$ cat src/design/scba_pkg.sv
// Shared constants for the size-class bitmap allocator.
// Depends on nothing; imported by every module of the block.
package scba_pkg;

   // result status codes
   typedef enum logic [2:0] {
      STATUS_OK           = 3'd0,
      STATUS_TOO_LARGE    = 3'd1,
      STATUS_NO_FREE      = 3'd2,
      STATUS_OUTSIDE      = 3'd3,
      STATUS_ALREADY_FREE = 3'd4
   } status_type;

   // operation codes carried in req_tuser
   localparam logic OP_ALLOCATE = 1'b0;
   localparam logic OP_RELEASE  = 1'b1;

   // configuration register indexes
   localparam logic CSR_POOL_BASE      = 1'b0;
   localparam logic CSR_REGIONS_IN_USE = 1'b1;

   // log2 of the smallest block (32 bytes)
   localparam int MIN_BLOCK_SHIFT = 5;
   // bits per bitmap word
   localparam int MAP_WORD_BITS   = 64;
   localparam int MAP_BIT_W       = 6;

endpackage

$ cat src/design/scba_ffz.sv
// Find-first-zero over one bitmap word, lowest bit first.
// Depends on scba_pkg for the word width.
module scba_ffz
   import scba_pkg::*;
(
   input  logic [MAP_WORD_BITS-1:0] map_word,
   output logic                     found,
   output logic [MAP_BIT_W-1:0]     index
);

   always_comb begin
      found = 1'b0;
      index = '0;
      for (int i = MAP_WORD_BITS - 1; i >= 0; i--) begin
         if (!map_word[i]) begin
            found = 1'b1;
            index = MAP_BIT_W'(i);
         end
      end
   end

endmodule

$ cat config.mk
export PLATFORM = sky130hd
export DESIGN_NAME = scba_ffz
export DESIGN_NICKNAME = d
export VERILOG_FILES = /design/src/design/scba_pkg.sv /design/src/design/scba_ffz.sv
export SDC_FILE = /design/constraint.sdc
export NUM_CORES = 1
export LEC_CHECK = 0
export BUFFER_PORTS_ARGS = -buffer_cell sky130_fd_sc_hd__buf_2
export CAP_MARGIN = 20
export CORE_ASPECT_RATIO = 0.7
export CORE_MARGIN = 1
export CORE_UTILIZATION = 44
export DETAILED_ROUTE_END_ITERATION = 8
export GPL_TIMING_DRIVEN = 0
export PLACE_DENSITY = 0.91
export SYNTH_ARGS = -nofsm -noshare
export SYNTH_HDL_FRONTEND = slang
export SYNTH_SLANG_ARGS = --single-unit
$ cat constraint.sdc
create_clock -name vclk -period 2.4
set_clock_uncertainty 0.1 [all_clocks]
set_input_delay 0 -clock vclk [all_inputs]
set_output_delay 0 -clock vclk [all_outputs]
set_load 0.02 [all_outputs]
==> metrics.txt, run 1 <==
# TYPE chip_impl_metric gauge
chip_impl_info{name="outcome",value="finished, final reports clean"} 1
chip_impl_metric{name="wire_length_of_the_first_global_routing_pass",unit="mm"} 4.81
chip_impl_metric{name="finalWirelength",unit="mm"} 3.10
chip_impl_metric{name="clkPwrFrac",unit=""} 0
chip_impl_metric{name="io_buffer_count",unit=""} 71
chip_impl_info{name="hold_class",value="input pin to output port"} 1
chip_impl_metric{name="num_vias",unit=""} 1438
chip_impl_info{name="timing_worst_setup_path_type",value="input pin to output port"} 1
chip_impl_metric{name="p_leak",unit="nW"} 0.571
chip_impl_metric{name="timing.critical_path.slowest_cell_delay",unit="ps"} 510
chip_impl_metric{name="yosysSeqAreaShare",unit=""} 0
chip_impl_metric{name="finalHoldViolCount",unit=""} 0
chip_impl_metric{name="yosysWarnings",unit=""} 0
chip_impl_metric{name="power.net_switching",unit="W"} 0.0000851
chip_impl_metric{name="postCtsHoldBufs",unit=""} 0
chip_impl_metric{name="grt_max_degree",unit=""} 6
chip_impl_info{name="critPathSlowestCell",value="sky130_fd_sc_hd__a2111oi_0"} 1
chip_impl_info{name="startpoint_type",value="input pin"} 1
chip_impl_info{name="mostFrequentLayoutCells",value="71 x sky130_fd_sc_hd__buf_2, 23 x sky130_fd_sc_hd__nand2_1, 13 x sky130_fd_sc_hd__nand4_1, 12 x sky130_fd_sc_hd__inv_1"} 1
chip_impl_info{name="cp_cell_sequence",value="buf_2 > inv_1 > o21ai_0 > a2111oi_0 > o211ai_1 > a31oi_1 > buf_2"} 1
chip_impl_metric{name="gr-usage-all-layers",unit=""} 0.311
chip_impl_metric{name="gate_count_after_technology_mapping",unit=""} 144
chip_impl_metric{name="critical_path.max_fanout",unit=""} 3
chip_impl_metric{name="die_area",unit="um^2"} 2040
chip_impl_metric{name="grt_antenna_before_repair",unit=""} 0
chip_impl_metric{name="timing_worst_slew_pin_value",unit="ps"} 473
chip_impl_metric{name="initial_utilization",unit=""} 0.491
chip_impl_metric{name="cts.repair.resized",unit=""} 0
chip_impl_metric{name="drt_pass_1_iters",unit=""} 5
chip_impl_metric{name="relative_slew_margins",unit=""} 0.677
chip_impl_info{name="cp_top_family",value="compound AO/OA/AOI/OAI gates"} 1
chip_impl_metric{name="final_critical_path_setup_slack",unit="ps"} 960
chip_impl_metric{name="drt-initial-drc-count",unit=""} 93
chip_impl_metric{name="cp.arrival",unit="ps"} 1340
chip_impl_info{name="synth_top_family_by_area",value="simple AND/OR/NAND/NOR gates"} 1
chip_impl_metric{name="cp.buffers_inverters",unit=""} 3
chip_impl_metric{name="count_of_placed_standard_cells_in_the_final_layout_fillers_left_out",unit=""} 236
chip_impl_metric{name="worst_ep_required_time",unit="ps"} 2300
chip_impl_info{name="rsz0062_at_grt",value="false"} 1
chip_impl_metric{name="power_frac_seq",unit=""} 0
chip_impl_metric{name="antenna_violating_nets_post_route",unit=""} 0
chip_impl_metric{name="fill_cells",unit=""} 139
chip_impl_metric{name="wl_per_cell",unit="um"} 13.2
chip_impl_metric{name="irDropWorstVdd",unit="mV"} 0.0830
chip_impl_metric{name="place.detailed.instances",unit=""} 236
chip_impl_metric{name="syn-cell-area",unit="um^2"} 818
chip_impl_metric{name="drc",unit=""} 0
chip_impl_metric{name="regArea",unit="um^2"} 0
chip_impl_metric{name="finalMaxSlewViolations",unit=""} 0
chip_impl_metric{name="footprint_of_the_multi_input_gates",unit="um^2"} 773
chip_impl_info{name="worst_setup_path_end_kind",value="output port"} 1
chip_impl_metric{name="seq_cells",unit=""} 0
chip_impl_metric{name="grt_pass1_vias",unit=""} 1156
chip_impl_metric{name="area_growth_syn_to_layout",unit="%"} 46.6
chip_impl_metric{name="fp.dieH",unit="um"} 38.1
chip_impl_metric{name="netlist-cell-type-count",unit=""} 33
chip_impl_metric{name="combinationalPowerShare",unit=""} 1.000
chip_impl_metric{name="gpl.final_weighted_congestion",unit=""} 0.929
chip_impl_metric{name="i_o_pin_total",unit=""} 71
chip_impl_metric{name="syn_nets",unit=""} 208
chip_impl_metric{name="detailedPlace.worstSlack",unit="ps"} 972
chip_impl_metric{name="num-clock-buffers",unit=""} 0
chip_impl_metric{name="synth_xor_xnor_area_share",unit=""} 0
chip_impl_metric{name="period_needed",unit="ps"} 1440
chip_impl_metric{name="yosys.area_share.adder",unit=""} 0
chip_impl_metric{name="final_min_period_over_clock_period",unit=""} 0.600
chip_impl_metric{name="average_cell_area_after_synthesis",unit="um^2"} 5.68
chip_impl_metric{name="post-cts-setup-buffers",unit=""} 0
chip_impl_metric{name="compound_cell_area_share_of_the_yosys_netlist",unit=""} 0.424
chip_impl_metric{name="finalSetupViolCount",unit=""} 0
chip_impl_info{name="layout.cells.most_common",value="sky130_fd_sc_hd__buf_2"} 1
chip_impl_metric{name="vias_per_cell",unit=""} 6.09
chip_impl_metric{name="die_width",unit="um"} 53.5
chip_impl_metric{name="clock.fmax",unit="MHz"} 695
chip_impl_metric{name="post_route_cells_drive_above_1_share",unit=""} 0.340
chip_impl_metric{name="dp_hpwl",unit="mm"} 2.75
chip_impl_metric{name="totalNegativeSetupSlack",unit="ps"} 0
chip_impl_info{name="critPathMostFrequentCell",value="sky130_fd_sc_hd__buf_2"} 1
chip_impl_metric{name="placeableCoreArea",unit="um^2"} 1670
chip_impl_metric{name="grt_overflow",unit=""} 0
chip_impl_metric{name="power_internal",unit="W"} 0.0000658
chip_impl_metric{name="mux_share_of_post_synthesis_cell_area",unit=""} 0
chip_impl_metric{name="count_of_standard_cell_rows",unit=""} 12
chip_impl_metric{name="drv.max_cap_violation_count",unit=""} 0
chip_impl_metric{name="fin_nets",unit=""} 281
chip_impl_metric{name="synth_simple_gate_area_share",unit=""} 0.521
chip_impl_metric{name="netSwitchingFraction",unit=""} 0.564
chip_impl_metric{name="power_per_cell_area",unit="nW/um^2"} 126
chip_impl_metric{name="antenna_cells_inserted",unit=""} 0
-- worst min-delay path, delay by kind of cell --
family | cells | cell delay (ps)
AOI/OAI and AO/OA | 2 | 190
buffers and inverters | 2 | 270
-- final cells by class --
class / instances / share of cell area
tap: 21 / 0.0219
timing repair buffer: 71 / 0.296
multi-input combinational: 132 / 0.644
inverter: 12 / 0.0375
-- final timing paths --
| path | start | endpoint | cells past startpoint |
|---|---|---|---|
| setup / recovery | map_word[35] | index[0] | 7 |
| hold / removal | map_word[0] | index[1] | 4 |
-- power groups by stage --
stage | clock, W | sequential, W | combinational (W)
global route | 0 | 0 | 0.000166
global placement | 0 | 0 | 0.000141
detailed placement | 0 | 0 | 0.000147
CTS | 0 | 0 | 0.000148
floorplan | 0 | 0 | 0.0000530
finish | 0 | 0 | 0.000151
-- cell usage after synthesis, types with 3 or more instances --
| master | number | area (um^2) |
|---|---|---|
| sky130_fd_sc_hd__nand2_1 | 23 | 86.3 |
| sky130_fd_sc_hd__nand4_1 | 13 | 81.3 |
| sky130_fd_sc_hd__inv_1 | 12 | 45.0 |
| sky130_fd_sc_hd__a21oi_1 | 11 | 55.1 |
| sky130_fd_sc_hd__o21ai_0 | 11 | 55.1 |
| sky130_fd_sc_hd__nand3_1 | 10 | 50.1 |
| sky130_fd_sc_hd__nor2_1 | 7 | 26.3 |
| sky130_fd_sc_hd__nor3_1 | 6 | 30.0 |
| sky130_fd_sc_hd__a31oi_1 | 5 | 31.3 |
| sky130_fd_sc_hd__nor2b_1 | 5 | 31.3 |
| sky130_fd_sc_hd__a21boi_0 | 4 | 30.0 |
| sky130_fd_sc_hd__nand2b_1 | 4 | 25.0 |
| sky130_fd_sc_hd__and3_1 | 3 | 18.8 |
| sky130_fd_sc_hd__and4_1 | 3 | 26.3 |
| sky130_fd_sc_hd__nor4_1 | 3 | 18.8 |
| sky130_fd_sc_hd__o211ai_1 | 3 | 22.5 |
-- metrics by stage --
stage          area [um^2]  hold slack (ps)  utilization  power [W]
2_1_floorplan          818             68.9            -  0.0000530
3_3_place_gp          1200              349        0.720   0.000141
3_5_place_dp          1200              349        0.720   0.000147
4_1_cts               1200              350        0.720   0.000148
5_1_grt               1200              375        0.720   0.000166
6_report              1200              364        0.720   0.000151
-- kinds of logic (layout without fill, tap and decap cells) --
family / Yosys count / count (layout)
AOI/OAI and AO/OA: 51 / 51
buffers and inverters: 12 / 83
and+or+nand+nor: 81 / 81
-- routing by layer --
layer | up-vias | global-route usage | wire length [um]
met3 | 10 | 0.0278 | 232
met4 | 0 | 0.0263 | 48
li1 | 720 | - | -
met5 | - | 0 | 0
met1 | 626 | 0.447 | 1380
met2 | 82 | 0.516 | 1440
(Power assumes the default switching activity.)
==> run 2: changes to the inputs <==
--- a/config.mk
+++ b/config.mk
@@ -9,10 +9,10 @@
 export CAP_MARGIN = 20
 export CORE_ASPECT_RATIO = 0.7
 export CORE_MARGIN = 1
-export CORE_UTILIZATION = 44
+export CORE_UTILIZATION = 41
 export DETAILED_ROUTE_END_ITERATION = 8
 export GPL_TIMING_DRIVEN = 0
-export PLACE_DENSITY = 0.91
+export PLACE_DENSITY = 0.86
 export SYNTH_ARGS = -nofsm -noshare
 export SYNTH_HDL_FRONTEND = slang
 export SYNTH_SLANG_ARGS = --single-unit
==> constraint.sdc (replaced) <==
create_clock -name vclk -period 1.4
set_clock_uncertainty 0.1 [all_clocks]
set_input_delay 0 -clock vclk [all_inputs]
set_output_delay 0 -clock vclk [all_outputs]
set_load 0.02 [all_outputs]
==> run 2 against run 1 <==
  * Sequential cell count is the same
  * Global-route usage shrank 7.8 points
  * Final area grew 5.4%
  * Non-clock buffer count increased by 1
  * First-iteration DRC count fell by 1.1%
  * Wire length fell by 6.8%
  * Count of clock-buffer cells in the layout is the same
  * Sequential share of layout area unchanged
  * Die area rose by 7.0%
==> metrics.txt, run 2 (same netlist as run 1, synthesis figures left out) <==
# TYPE chip_impl_metric gauge
chip_impl_metric{name="initial_utilization",unit=""} 0.437
chip_impl_metric{name="seq_cells",unit=""} 0
chip_impl_info{name="startpoint_type",value="input pin"} 1
chip_impl_metric{name="finalSetupViolCount",unit=""} 0
chip_impl_metric{name="die_area",unit="um^2"} 2180
chip_impl_metric{name="post_dp_cell_area",unit="um^2"} 1200
chip_impl_metric{name="drv.max_cap_violation_count",unit=""} 0
chip_impl_metric{name="post_route_cells_drive_above_1_share",unit=""} 0.380
chip_impl_metric{name="placeableCoreArea",unit="um^2"} 1870
chip_impl_metric{name="gr-usage-all-layers",unit=""} 0.233
chip_impl_metric{name="drt_pass_1_iters",unit=""} 4
chip_impl_metric{name="gpl.final_weighted_congestion",unit=""} 0.820
chip_impl_metric{name="vias_per_cell",unit=""} 5.86
chip_impl_metric{name="period_needed",unit="ps"} 1340
chip_impl_metric{name="num-clock-buffers",unit=""} 0
chip_impl_info{name="setup.worst_path.start",value="map_word[55]"} 1
chip_impl_metric{name="num_vias",unit=""} 1395
chip_impl_metric{name="p_leak",unit="nW"} 0.585
chip_impl_metric{name="regArea",unit="um^2"} 0
chip_impl_metric{name="io_buffer_count",unit=""} 71
chip_impl_metric{name="clock.fmax",unit="MHz"} 745
chip_impl_metric{name="fill_cells",unit=""} 192
chip_impl_metric{name="grt_max_degree",unit=""} 6
chip_impl_metric{name="met2_wirelength",unit="mm"} 1.28
chip_impl_metric{name="timing_worst_slew_pin_value",unit="ps"} 428
chip_impl_info{name="worst_setup_path_end_kind",value="output port"} 1
chip_impl_metric{name="relative_slew_margins",unit=""} 0.712
chip_impl_metric{name="final_critical_path_setup_slack",unit="ps"} 57.7
chip_impl_metric{name="final_area",unit="um^2"} 1260
chip_impl_metric{name="drc",unit=""} 0
chip_impl_metric{name="finalWirelength",unit="mm"} 2.89
chip_impl_metric{name="grt_overflow",unit=""} 0
chip_impl_metric{name="fp.dieH",unit="um"} 39.4
chip_impl_info{name="holdCritStartpoint",value="map_word[0]"} 1
chip_impl_info{name="top_layer_used",value="met4"} 1
chip_impl_metric{name="final_min_period_over_clock_period",unit=""} 0.959
chip_impl_metric{name="footprint_of_the_multi_input_gates",unit="um^2"} 808
chip_impl_metric{name="area_growth_syn_to_layout",unit="%"} 54.6
chip_impl_metric{name="fin_total_pwr",unit="W"} 0.000269
chip_impl_metric{name="cp.arrival",unit="ps"} 1240
chip_impl_metric{name="finalMaxSlewViolations",unit=""} 0
chip_impl_metric{name="drt-initial-drc-count",unit=""} 92
chip_impl_metric{name="grt_pass1_vias",unit=""} 963
chip_impl_metric{name="totalNegativeSetupSlack",unit="ps"} 0
chip_impl_metric{name="finalHoldViolCount",unit=""} 0
chip_impl_metric{name="worst_ep_required_time",unit="ps"} 1300
chip_impl_metric{name="critical_path.max_fanout",unit=""} 4
chip_impl_metric{name="i_o_pin_total",unit=""} 71
chip_impl_metric{name="met3RoutedLength",unit="um"} 197
chip_impl_info{name="outcome",value="finished, final reports clean"} 1
chip_impl_info{name="hold_class",value="input pin to output port"} 1
chip_impl_metric{name="wire_length_of_the_first_global_routing_pass",unit="mm"} 4.08
chip_impl_metric{name="antenna_cells_inserted",unit=""} 0
chip_impl_metric{name="layout.core_utilization",unit=""} 0.676
chip_impl_metric{name="count_of_standard_cell_rows",unit=""} 13
chip_impl_metric{name="grt_antenna_before_repair",unit=""} 0
chip_impl_info{name="layout.cells.most_common",value="sky130_fd_sc_hd__buf_2"} 1
chip_impl_metric{name="irDropWorstVdd",unit="mV"} 0.127
chip_impl_info{name="timing_worst_setup_path_type",value="input pin to output port"} 1
chip_impl_metric{name="wl_per_cell",unit="um"} 12.2
chip_impl_metric{name="power_per_cell_area",unit="nW/um^2"} 212
chip_impl_metric{name="die_width",unit="um"} 55.4
chip_impl_metric{name="antenna_violating_nets_post_route",unit=""} 0
chip_impl_metric{name="detailedPlace.worstSlack",unit="ps"} -16.7
chip_impl_metric{name="fin_nets",unit=""} 282
chip_impl_metric{name="wl_met1",unit="mm"} 1.41
chip_impl_metric{name="dp_hpwl",unit="mm"} 2.43
chip_impl_info{name="mostFrequentLayoutCells",value="67 x sky130_fd_sc_hd__buf_2, 21 x sky130_fd_sc_hd__nand2_1, 13 x sky130_fd_sc_hd__nand4_1, 12 x sky130_fd_sc_hd__inv_1"} 1
chip_impl_info{name="rsz0062_at_grt",value="true"} 1
run 2: repair_timing:
| action | in CTS | in global routing |
|---|---|---|
| hold buffers | 0 | 0 |
| setup buffers | 0 | 1 |
| endpoints found under the setup margin | 1 | 7 |
| gates resized for setup | 1 | 19 |
| pin swaps | 0 | 10 |
run 2: area by class of cell:
type,instances,share of cell area
multi-input combinational,132,0.639
timing repair buffer,72,0.304
inverter,12,0.0356
tap,22,0.0218
run 2: final timing paths:
kind | end | slack [ps] | cells after the start
max | index[1] | 60 | 7
min | index[1] | 340 | 4
run 2: routing by layer:
metal  GRT usage  vias to the layer above
li1            -                      722
met4     0.00625                        0
met3      0.0165                        4
met1       0.354                      611
met2       0.373                       58
met5           0                        -
run 2: power breakdown:
group	leakage [nW]	total, W	internal, W	switching [W]
Sequential	0	0	0	0
Combinational	0.585	0.000269	0.000119	0.000150
Clock	0	0	0	0
run 2: through the flow:
stage / std cells / hold WS, ps
6_report: 238 / 343
5_1_grt: 238 / 361
4_1_cts: 237 / 356
3_5_place_dp: 237 / 352
3_3_place_gp: 237 / 355
2_1_floorplan: 144 / 68.9
run 2: worst max-delay path, stage by stage:
cell                       delay, ps
sky130_fd_sc_hd__buf_2           120
sky130_fd_sc_hd__nand2_2          90
sky130_fd_sc_hd__a311oi_2         50
sky130_fd_sc_hd__o31ai_1         300
sky130_fd_sc_hd__a21oi_1         160
sky130_fd_sc_hd__o41ai_2         340
sky130_fd_sc_hd__buf_4           190
==> run 3: changes to the inputs <==
--- a/config.mk
+++ b/config.mk
@@ -5,14 +5,14 @@
 export SDC_FILE = /design/constraint.sdc
 export NUM_CORES = 1
 export LEC_CHECK = 0
+export ABC_AREA = 1
 export BUFFER_PORTS_ARGS = -buffer_cell sky130_fd_sc_hd__buf_2
 export CAP_MARGIN = 20
-export CORE_ASPECT_RATIO = 0.7
 export CORE_MARGIN = 1
-export CORE_UTILIZATION = 41
+export CORE_UTILIZATION = 38
 export DETAILED_ROUTE_END_ITERATION = 8
 export GPL_TIMING_DRIVEN = 0
-export PLACE_DENSITY = 0.86
+export PLACE_DENSITY = 0.94
 export SYNTH_ARGS = -nofsm -noshare
 export SYNTH_HDL_FRONTEND = slang
 export SYNTH_SLANG_ARGS = --single-unit
==> run 3 against run 2 <==
  * The flow now finishes with violations (setup timing)
  * Global-route usage down 2.3 points
  * Final cell count rose by 11%
  * Wire length is 29% lower
  * Largest power group unchanged
  * Highest routed layer is now met3
==> metrics.txt, run 3 <==
# TYPE chip_impl_metric gauge
chip_impl_metric{name="num-clock-buffers",unit=""} 0
chip_impl_metric{name="final_min_period_over_clock_period",unit=""} 2.30
chip_impl_metric{name="grt_pass1_vias",unit=""} 1010
chip_impl_metric{name="syn-cell-area",unit="um^2"} 698
chip_impl_metric{name="initial_utilization",unit=""} 0.404
chip_impl_metric{name="average_cell_area_after_synthesis",unit="um^2"} 4.23
chip_impl_metric{name="power_frac_seq",unit=""} 0
chip_impl_metric{name="antenna_cells_inserted",unit=""} 0
chip_impl_metric{name="finalMaxSlewViolations",unit=""} 0
chip_impl_metric{name="footprint_of_the_multi_input_gates",unit="um^2"} 708
chip_impl_metric{name="wl_per_cell",unit="um"} 7.77
chip_impl_info{name="holdCritStartpoint",value="map_word[3]"} 1
chip_impl_info{name="rsz0062_at_grt",value="true"} 1
chip_impl_metric{name="critical_path.max_fanout",unit=""} 2
chip_impl_metric{name="yosysWarnings",unit=""} 0
chip_impl_metric{name="met3_track_demand_over_resource_in_global_routing",unit=""} 0
chip_impl_metric{name="clkPwrFrac",unit=""} 0
chip_impl_metric{name="area_growth_syn_to_layout",unit="%"} 68.6
chip_impl_info{name="hold_class",value="input pin to output port"} 1
chip_impl_info{name="startpoint_type",value="input pin"} 1
chip_impl_metric{name="count_of_standard_cell_rows",unit=""} 15
chip_impl_metric{name="cp.arrival",unit="ps"} 3120
chip_impl_metric{name="drv.max_cap_violation_count",unit=""} 0
chip_impl_metric{name="fill_cells",unit=""} 189
chip_impl_info{name="synth_top_cells_by_area",value="sky130_fd_sc_hd__nand2_1 52%, sky130_fd_sc_hd__nor2_1 12%, sky130_fd_sc_hd__a31oi_1 6.3%"} 1
chip_impl_metric{name="grt_max_degree",unit=""} 5
chip_impl_metric{name="period_needed",unit="ps"} 3220
chip_impl_metric{name="final_critical_path_setup_slack",unit="ps"} -1820
chip_impl_metric{name="gate_count_after_technology_mapping",unit=""} 165
chip_impl_metric{name="grt_antenna_before_repair",unit=""} 0
chip_impl_metric{name="layout.core_utilization",unit=""} 0.682
chip_impl_info{name="yosys.area.top_type",value="sky130_fd_sc_hd__nand2_1"} 1
chip_impl_metric{name="finalHoldViolCount",unit=""} 0
chip_impl_info{name="mostFrequentLayoutCells",value="94 x sky130_fd_sc_hd__nand2_1, 65 x sky130_fd_sc_hd__buf_2, 22 x sky130_fd_sc_hd__nor2_1, 8 x sky130_fd_sc_hd__inv_1, 7 x sky130_fd_sc_hd__nand3_1"} 1
chip_impl_metric{name="yosysSeqAreaShare",unit=""} 0
chip_impl_metric{name="timing_worst_slew_pin_value",unit="ps"} 332
chip_impl_info{name="synth_most_common_cell",value="sky130_fd_sc_hd__nand2_1"} 1
chip_impl_metric{name="relative_slew_margins",unit=""} 0.776
chip_impl_metric{name="gpl.final_weighted_congestion",unit=""} 0.723
chip_impl_metric{name="finalWirelength",unit="mm"} 2.05
chip_impl_metric{name="power.net_switching",unit="W"} 0.000138
chip_impl_metric{name="clock.fmax",unit="MHz"} 310
chip_impl_metric{name="vias_per_cell",unit=""} 4.68
chip_impl_info{name="timing_worst_setup_path_type",value="input pin to output port"} 1
chip_impl_info{name="critPathSlowestCell",value="sky130_fd_sc_hd__buf_6"} 1
chip_impl_metric{name="hold_ws",unit="ps"} 224
chip_impl_metric{name="netlist-cell-type-count",unit=""} 14
chip_impl_info{name="layout.cells.most_common",value="sky130_fd_sc_hd__nand2_1"} 1
chip_impl_info{name="grt_busiest_layer",value="met2"} 1
chip_impl_metric{name="finalSetupViolCount",unit=""} 3
chip_impl_metric{name="die_width",unit="um"} 44.9
chip_impl_metric{name="post_route_cells_drive_above_1_share",unit=""} 0.347
chip_impl_metric{name="dp_hpwl",unit="mm"} 1.77
chip_impl_metric{name="netSwitchingFraction",unit=""} 0.514
chip_impl_metric{name="worst_ep_required_time",unit="ps"} 1300
chip_impl_info{name="setup.worst_path.start",value="map_word[63]"} 1
chip_impl_metric{name="die_area",unit="um^2"} 2010
chip_impl_metric{name="fin_total_pwr",unit="W"} 0.000268
chip_impl_metric{name="drt-initial-drc-count",unit=""} 22
chip_impl_metric{name="drc",unit=""} 0
chip_impl_metric{name="syn_nets",unit=""} 229
chip_impl_metric{name="p_leak",unit="nW"} 0.673
chip_impl_metric{name="num_vias",unit=""} 1235
chip_impl_metric{name="gr-usage-all-layers",unit=""} 0.210
chip_impl_metric{name="power_internal",unit="W"} 0.000130
chip_impl_metric{name="regArea",unit="um^2"} 0
chip_impl_metric{name="drt_pass_1_iters",unit=""} 4
chip_impl_metric{name="wire_length_of_the_first_global_routing_pass",unit="mm"} 3.42
chip_impl_info{name="worst_setup_path_end_kind",value="output port"} 1
chip_impl_metric{name="netlist.area_leader.share",unit=""} 0.522
chip_impl_info{name="synth.top_cells.by_count",value="97 x sky130_fd_sc_hd__nand2_1, 22 x sky130_fd_sc_hd__nor2_1, 9 x sky130_fd_sc_hd__inv_1"} 1
chip_impl_info{name="critPathMostFrequentCell",value="sky130_fd_sc_hd__nand2_1"} 1
chip_impl_metric{name="antenna_violating_nets_post_route",unit=""} 0
chip_impl_metric{name="global_route.usage.met1",unit=""} 0.239
chip_impl_info{name="outcome",value="complete, but fails checks"} 1
chip_impl_metric{name="seq_cells",unit=""} 0
chip_impl_info{name="failed_checks",value="setup timing"} 1
chip_impl_metric{name="i_o_pin_total",unit=""} 71
chip_impl_metric{name="grt_use_met2",unit=""} 0.447
chip_impl_metric{name="fin_nets",unit=""} 305
chip_impl_metric{name="io_buffer_count",unit=""} 71
chip_impl_metric{name="power_per_cell_area",unit="nW/um^2"} 227
chip_impl_metric{name="grt_overflow",unit=""} 0
chip_impl_metric{name="fp.dieH",unit="um"} 44.9
chip_impl_metric{name="placeableCoreArea",unit="um^2"} 1730
chip_impl_metric{name="combinationalPowerShare",unit=""} 1.000
chip_impl_metric{name="timing.critical_path.slowest_cell_delay",unit="ps"} 130
chip_impl_metric{name="irDropWorstVdd",unit="mV"} 0.135
==> run 3: cell types whose count changed in the layout (fill, tap and decap cells not counted), moves of 5 or more <==
cell	before	now
sky130_fd_sc_hd__nand2_1	21	94
sky130_fd_sc_hd__a21oi_1	10	1
sky130_fd_sc_hd__o21ai_0	10	1
sky130_fd_sc_hd__nand4_1	13	6
sky130_fd_sc_hd__nor2_1	7	22
sky130_fd_sc_hd__nor2b_1	5	0
==> run 3: cell families (layout without fill, tap and decap cells) <==
group | count (synthesis) | after routing | synth area share
and+or+nand+nor | 136 | 136 | 0.776
buffers and inverters | 9 | 83 | 0.0484
AOI/OAI and AO/OA | 20 | 20 | 0.176
==> run 3: repair_timing <==
item | CTS | global route
pin swaps | 20 | 14
resized for setup | 13 | 8
buffers inserted | 2 | 1
setup endpoints to repair | 3 | 4
hold buffers | 0 | 0
==> run 3: metrics by stage <==
step                      cell area [um^2]  worst slack [ps]  std cells  TNS, ps
after global routing                  1180             -2600        264    -4380
final                                 1180             -1820        264    -3020
after global placement                1100             -1790        261    -2860
after CTS                             1140             -1810        263    -3150
after floorplan                        712             -1400        165    -1980
after detailed placement              1100             -1860        261    -2930
==> run 3: layout make-up <==
type               instances  share of cell area
multi-input cells        156               0.601
repair buffers            74               0.343
inverters                  9              0.0287
well taps                 25              0.0266
==> run 3: final timing paths <==
check                 endpoint  cells after the start
worst min-delay path  index[1]                      3
worst max-delay path  index[0]                     63
==> run 3: per-layer routing <==
layer  wire length (um)  up-vias
li1                   -      692
met1                894      508
met2               1060       35
met3                 93        0
met4                  0        0
met5                  0        -
==> run 3: power by group through the flow <==
| stage | Combinational, W | Sequential, W | Clock [W] |
|---|---|---|---|
| 2_1_floorplan | 0.000115 | 0 | 0 |
| 3_3_place_gp | 0.000242 | 0 | 0 |
| 3_5_place_dp | 0.000247 | 0 | 0 |
| 4_1_cts | 0.000261 | 0 | 0 |
| 5_1_grt | 0.000310 | 0 | 0 |
| 6_report | 0.000268 | 0 | 0 |
==> run 3: critical path: cells and delay by family <==
kind / cells / cell delay (ps)
AND/OR/NAND/NOR: 59 / 2770
buffers and inverters: 3 / 250
AO/OA/AOI/OAI: 1 / 110
